==> config.mk <==
export PLATFORM = sky130hd
export DESIGN_NAME = hcb_ctrl
export DESIGN_NICKNAME = d
export VERILOG_FILES = /design/src/hw/rtl/hcb_pkg.sv /design/src/hw/rtl/hcb_ctrl.sv
export SDC_FILE = /design/constraint.sdc
export NUM_CORES = 1
export LEC_CHECK = 0
export BUFFER_PORTS_ARGS = -buffer_cell sky130_fd_sc_hd__buf_4
export CELL_PAD_IN_SITES_DETAIL_PLACEMENT = 1
export CELL_PAD_IN_SITES_GLOBAL_PLACEMENT = 1
export CORE_MARGIN = 4
export CORE_UTILIZATION = 34
export DETAILED_ROUTE_END_ITERATION = 10
export PLACE_DENSITY = 0.7
export SETUP_SLACK_MARGIN = 0.05
export SYNTH_ARGS = -nofsm -noshare
export SYNTH_HDL_FRONTEND = slang
export SYNTH_SLANG_ARGS = --single-unit
==> constraint.sdc <==
create_clock -name clk -period 4.24 [get_ports clk]
set_input_delay 0.636 -clock clk [delete_from_list [all_inputs] [get_ports clk]]
set_output_delay 0.636 -clock clk [all_outputs]
set_load 0.01 [all_outputs]
==> src/hw/rtl/hcb_pkg.sv <==
// shared widths, command and status types for the huffman code builder
`default_nettype none
package hcb_pkg;
	localparam int SYM_W       = 7;
	localparam int IN_WEIGHT_W = 16;
	localparam int WEIGHT_W    = 22;
	localparam int CODE_W      = 63;
	localparam int LEN_W       = 6;
	localparam logic [LEN_W-1:0] LEN_MAX = 6'd63;

	typedef struct packed {
		logic load;
		logic start;
		logic scan_rd;
		logic scan_cmp;
		logic tail_rd;
		logic swap_wr1;
		logic swap_wr2;
		logic merge;
		logic root_rd;
		logic root_cap;
		logic leaf_cap;
		logic leaf_mod;
		logic walk_int;
		logic pop_rd;
		logic pop_cap;
		logic out_scan;
		logic out_load;
		logic done;
	} hcb_cmd_t;

	typedef struct packed {
		logic cnt_one;
		logic scan_end;
		logic phase;
		logic m_two;
		logic is_leaf;
		logic len_full;
		logic sp_zero;
		logic sym_big;
		logic has_cur;
		logic out_last;
	} hcb_sts_t;
endpackage
`default_nettype wire

==> src/hw/rtl/hcb_ctrl.sv <==
// sequencer for load, tree merge, code walk and code output
`default_nettype none
module hcb_ctrl import hcb_pkg::*; (
	input  wire logic     clk,
	input  wire logic     arst_n,
	input  wire logic     in_valid,
	input  wire logic     in_final,
	input  wire logic     out_ready,
	input  wire hcb_sts_t sts,
	output hcb_cmd_t      cmd,
	output logic          in_ready,
	output logic          out_valid
);
	typedef enum logic [19:0] {
		IDLE   = 20'b00000000000000000001,
		START  = 20'b00000000000000000010,
		SC_RD  = 20'b00000000000000000100,
		SC_CMP = 20'b00000000000000001000,
		SW_RD  = 20'b00000000000000010000,
		SW_WR1 = 20'b00000000000000100000,
		SW_WR2 = 20'b00000000000001000000,
		MERGE  = 20'b00000000000010000000,
		R_RD   = 20'b00000000000100000000,
		R_CAP  = 20'b00000000001000000000,
		W_CHK  = 20'b00000000010000000000,
		W_LEAF = 20'b00000000100000000000,
		W_MOD  = 20'b00000001000000000000,
		W_INT  = 20'b00000010000000000000,
		P_RD   = 20'b00000100000000000000,
		P_CAP  = 20'b00001000000000000000,
		O_SCAN = 20'b00010000000000000000,
		O_LOAD = 20'b00100000000000000000,
		O_WAIT = 20'b01000000000000000000,
		DONE   = 20'b10000000000000000000
	} hcb_state_t;

	hcb_state_t st_q, st_nxt, pop_nxt;

	always_ff @(posedge clk or negedge arst_n) begin
		if (!arst_n) begin
			st_q <= IDLE;
		end else begin
			st_q <= st_nxt;
		end
	end

	assign pop_nxt = sts.sp_zero ? O_SCAN : P_RD;

	always_comb begin
		st_nxt = st_q;
		case (st_q)
			IDLE:   if (in_valid && in_final) st_nxt = START;
			START:  st_nxt = sts.cnt_one ? R_RD : SC_RD;
			SC_RD:  st_nxt = SC_CMP;
			SC_CMP: st_nxt = sts.scan_end ? SW_RD : SC_RD;
			SW_RD:  st_nxt = SW_WR1;
			SW_WR1: st_nxt = SW_WR2;
			SW_WR2: st_nxt = sts.phase ? MERGE : SC_RD;
			MERGE:  st_nxt = sts.m_two ? R_RD : SC_RD;
			R_RD:   st_nxt = R_CAP;
			R_CAP:  st_nxt = W_CHK;
			W_CHK: begin
				if (sts.is_leaf) st_nxt = W_LEAF;
				else if (!sts.len_full) st_nxt = W_INT;
				else st_nxt = pop_nxt;
			end
			W_LEAF: st_nxt = W_MOD;
			W_MOD:  if (!sts.sym_big) st_nxt = pop_nxt;
			W_INT:  st_nxt = W_CHK;
			P_RD:   st_nxt = P_CAP;
			P_CAP:  st_nxt = W_CHK;
			O_SCAN: if (sts.has_cur) st_nxt = O_LOAD;
			O_LOAD: st_nxt = O_WAIT;
			O_WAIT: if (out_ready) st_nxt = sts.out_last ? DONE : O_SCAN;
			DONE:   st_nxt = IDLE;
			default: st_nxt = IDLE;
		endcase
	end

	always_comb begin
		cmd          = '0;
		cmd.load     = (st_q == IDLE) && in_valid;
		cmd.start    = (st_q == START);
		cmd.scan_rd  = (st_q == SC_RD);
		cmd.scan_cmp = (st_q == SC_CMP);
		cmd.tail_rd  = (st_q == SW_RD);
		cmd.swap_wr1 = (st_q == SW_WR1);
		cmd.swap_wr2 = (st_q == SW_WR2);
		cmd.merge    = (st_q == MERGE);
		cmd.root_rd  = (st_q == R_RD);
		cmd.root_cap = (st_q == R_CAP);
		cmd.leaf_cap = (st_q == W_LEAF);
		cmd.leaf_mod = (st_q == W_MOD);
		cmd.walk_int = (st_q == W_INT);
		cmd.pop_rd   = (st_q == P_RD);
		cmd.pop_cap  = (st_q == P_CAP);
		// symbol index moves on past empty slots and after a taken beat other than the last
		cmd.out_scan = ((st_q == O_SCAN) && !sts.has_cur) ||
			((st_q == O_WAIT) && out_ready && !sts.out_last);
		cmd.out_load = (st_q == O_LOAD);
		cmd.done     = (st_q == DONE);
	end

	assign in_ready  = (st_q == IDLE);
	assign out_valid = (st_q == O_WAIT);
endmodule
`default_nettype wire

### Word-level counts from Yosys, hierarchy flattened

Cells that the tools add are included.
W data, S select, Z words.

| word-level totals | value |
|---|---|
| output and inout bits | 20 |
| logic and storage cells | 48 |
| register bits | 20 |
| memories kept | 0 |
| RAM bits | 0 |
| bits in read-only memories | 0 |
| bits in latches | 0 |

| cells by class | value |
|---|---|
| bitwise logic cells | 0 |
| $lt $le $gt $ge | 0 |
| add/subtract/negate cells | 0 |
| mux-type cells | 13 |
| reduce and logical (&&, ||, !) cells | 10 |
| shift operators | 0 |
| $mul | 0 |
| equality and inequality tests | 24 |
| divide/modulo/power cells | 0 |

Operators by type and width:

| operator | count |
|---|---|
| $pmux W20 S17 | 1 |
| $mux W20 | 5 |
| $mux W17 | 3 |
| $eq A20 B1 Y1 const B | 1 |
| $eq A20 B10 Y1 const B | 1 |
| $eq A20 B11 Y1 const B | 1 |
| $eq A20 B12 Y1 const B | 1 |
| $eq A20 B13 Y1 const B | 1 |
| $eq A20 B14 Y1 const B | 1 |
| $eq A20 B15 Y1 const B | 1 |
| $eq A20 B16 Y1 const B | 1 |
| $eq A20 B17 Y1 const B | 1 |
| $eq A20 B18 Y1 const B | 1 |
| $eq A20 B19 Y1 const B | 1 |
| $eq A20 B2 Y1 const B | 1 |
| $eq A20 B20 Y1 const B | 1 |
| $eq A20 B3 Y1 const B | 1 |
| $eq A20 B4 Y1 const B | 1 |
| $eq A20 B5 Y1 const B | 1 |
| $eq A20 B6 Y1 const B | 1 |
| $eq A20 B7 Y1 const B | 1 |
| $eq A20 B8 Y1 const B | 1 |
| $eq A20 B9 Y1 const B | 1 |
| $mux W9 | 2 |
| other kinds (9) | 16 |

### Logic depth before layout (Yosys ltp)

| logic depth | value |
|---|---|
| word-level depth | 4 |
| mapped depth | 7 |
| gate-level depth less buffers | 6 |

### Least setup slack after synthesis

OpenSTA, ideal clock, no wires.

| timing path | value |
|---|---|
| kind | register to output |
| start point | register st_q[16] |
| end point | output cmd[3] in the netlist's numbering |
| buffers on the path | 0 |
| cell stages (with the launch flop) | 5 |
| data arrival time | 1.861 ns |
| slack | 1.743 ns |
| cell sequence | dfrtp_1 nor4_1 nand4_1 or3_1 nor3b_1 |

RTL lines:

| what | line | source |
|---|---|---|
| start: declaration | hcb_ctrl.sv:37 | `hcb_state_t st_q, st_nxt, pop_nxt;` |
| start signal: assignment | hcb_ctrl.sv:43 | `st_q <= st_nxt;` |
| end: declaration | hcb_ctrl.sv:10 | `output hcb_cmd_t cmd,` |

==> results by group <==
Finish
  • Most frequent cells in the layout: 34 x buf_4, 19 x dfrtp_1, 14 x nor2_1
  • Fin cells: 211
  • P&R area growth vs syn: 27.2%
  • Number of flip-flops under the largest register name: 20
  • Commonest non-fill, non-tap cell in the layout: buf_4
  • Largest regs: st_q: 20 flops
  • Layout Nets: between 150 and 200
  • Biggest register: st_q
  • Diode count: 0
  • Layout cells sized above 1: 0.309

STA
  • Final hold viol count: 0
  • # setup viols final: 0
  • Max_slew headroom: 0.533
  • Final worst path period need: 3160 ps
  • Slew @ Worst Pin: 691 ps
  • Worst Skew: approximately 3.0 ps
  • Hold_ws: 194 ps
  • Pins Over Slew Limit: 0
  • Final setup TNS: 0 ps
  • Max Freq: ~320 MHz
  • RSZ-0062 raised after global routing: false
  • Tcrit/Tclk final: 0.745

Logic synthesis
  • Top cells by area, synth: dfrtp_1 39%, nor4_2 6.1%, nor2_1 4.3%, nand2b_1 4.1%, nor4_1 4.1%
  • Post-synth EDFFs: 0
  • Mux cell area share after synthesis: 0
  • #FFs+latches synth: 20
  • Post-Synth Simple-Gate Area: 0.442
  • Avg Cell Area, Syn: 9.44 um2
  • Largest family of logic cells by synthesized area: simple AND/OR/NAND/NOR gates
  • Seq/Total Area, Yosys: 0.409
  • Mapped Cells: 130
  • Ys flop type: dfrtp_1
  • FFs w/ async S/R, synth: 1.00
  • Post-synth top area cell: dfrtp_1
  • Post-synthesis xor/xnor area fraction: 0.0214
  • Syn_nets: between 100 and 150
  • Ys Warns: 0
  • Post-synth top area share: 0.387
  • Synthesized area: 1230 um2
  • Post-synthesis cell type count: 42
  • Complex-gate fraction of the synthesized area: 0.0999
  • Area share of fa/ha/maj cells after synthesis: 0

Placed design
  • Placed Cells incl. Taps: just over 200
  • Final RePlAce weighted congestion: 0.811
  • Port bufs: 34
  • Hpwl dp: 2.69 mm

Route
  • Via-per-instance ratio: 5.42
  • First-pass detailed-route iteration total: 4
  • Vias: 1,144
  • Drt wl/cell: between 15 and 20 um
  • Routed Antenna Nets: 0
  • Drt total wl: about 3.3 mm
  • 1st-iter DRT viols: 19
  • Post-route DRC: 0

Die
  • Die area: 4640 um2
  • Row count: 21
  • Core area: roughly 3400 um2
  • Initial Utilization: 0.359
  • Width of the die: 68.1 um
  • Io pins: 35
  • Die Height: 68.1 um

Flow run
  • Max Cap Viol: 0

Clocking
  • Clock sink total: 20
  • Skew-Pair Late Insertion Delay: 300 ps
  • Root Buffer Master: clkbuf_4
  • CTS Buf Count: 3
  • Post-CTS Setup Repair Bufs: 0
  • CTS Hold Bufs: 0
  • H-tree depth: 1
  • Post-CTS Resized: 0
  • CTS tree: yes
  • Clock-pin slew on the worst setup and hold paths: 120 ps
  • CTS Buffer Depth: 2

Min path
  • HP Class: input port to asynchronous set/reset pin

Worst setup path
  • WS Path Type: flip-flop to output pin
  • RR Startpoint: st_q[5]
  • R2R depth: 5
  • Reg-to-reg setup timing slack: 1860 ps
  • FF-to-FF End: st_q[14]
  • Worst EP required: approximately 3600 ps
  • Critical path fanouts, max: 6
  • CP Capture Type: output pin
  • WP data arrival: 2520 ps
  • Worst setup SP type: flip-flop

Outcome
  • Outcome: finished, final reports clean

GRT
  • Pin count of the biggest net entering global routing: 21
  • First-pass GRT wire length: 5.43 mm
  • Vias in the first global route: 1,196
  • Initial antenna violation count: 0
  • Total gr overflow: 0
  • Total GRT Usage: 0.154

Power and ir drop
  • Power Density: 356 nW/um2
  • VDD IR-drop max: 0.176 mV
  • Leakage: 0.735 nW
==> layer usage <==
| layer | share of wire | global-route usage |
|---|---|---|
| met5 | 0 | 0 |
| met1 | 0.44 | 0.202 |
| met3 | 0.053 | 0.0213 |
| met4 | 0.0063 | 0.0447 |
| met2 | 0.50 | 0.264 |
==> how the worst max path moves through the flow <==
stage	from	to	slack (ps)	cells past startpoint
after floorplan	st_q[16]	cmd[3]	1740	4
after global placement	st_q[5]	cmd[3]	1510	5
after detailed placement	st_q[5]	cmd[5]	1430	5
after CTS	st_q[5]	cmd[5]	1090	5
after global routing	st_q[17]	cmd[14]	900	6
final	st_q[5]	cmd[5]	1080	5
==> power by group <==
part           switching, mW  internal, mW  leakage (nW)
logic                  0.124        0.0927         0.440
registers             0.0174         0.207         0.274
clock network         0.0614        0.0523        0.0210
==> final cells by class <==
type	instances	area, um2
Clock buffer	4	36.3
Fill cell	425	1850
Inverter	5	18.8
Multi-Input combinational cell	102	692
Sequential cell	20	502
Tap cell	46	57.6
Timing Repair Buffer	34	255
==> through the flow <==
| step | area (um2) | worst slack, ps | total power [mW] | util |
|---|---|---|---|---|
| floorplan | 1230 | 1740 | 0.371 | - |
| global placement | 1530 | 1510 | 0.440 | 0.447 |
| detailed placement | 1530 | 1430 | 0.447 | 0.447 |
| CTS | 1560 | 1090 | 0.561 | 0.457 |
| global route | 1560 | 898 | 0.594 | 0.457 |
| finish | 1560 | 1080 | 0.555 | 0.457 |
==> cells by family after synthesis <==
logic type,Yosys count
AND/OR/NAND/NOR,84
buffers and inverters,8
XOR/XNOR,3
flip-flops,20
AO/OA/AOI/OAI,15
==> synth_stat cells, types with 2 or more instances <==
master,count
nor3b_1,6
nor2_1,14
nand3b_1,3
nand2b_1,8
buf_2,3
nor4_1,8
and2_1,4
or3_1,2
nor3_1,3
dfrtp_1,19
nor4_2,6
nand4_1,4
nor4b_1,2
nand2_1,11
xor2_1,2
or4_1,3
a2111oi_0,2
and4b_1,2
inv_1,5
==> critical path: stages, from the launching register on <==
cell	delay (ps)
dfrtp_1	450
nor4_2	580
nand4_1	350
or3_1	460
nor3b_1	230
buf_4	160
No activity file was read; power rests on OpenSTA's default activity.
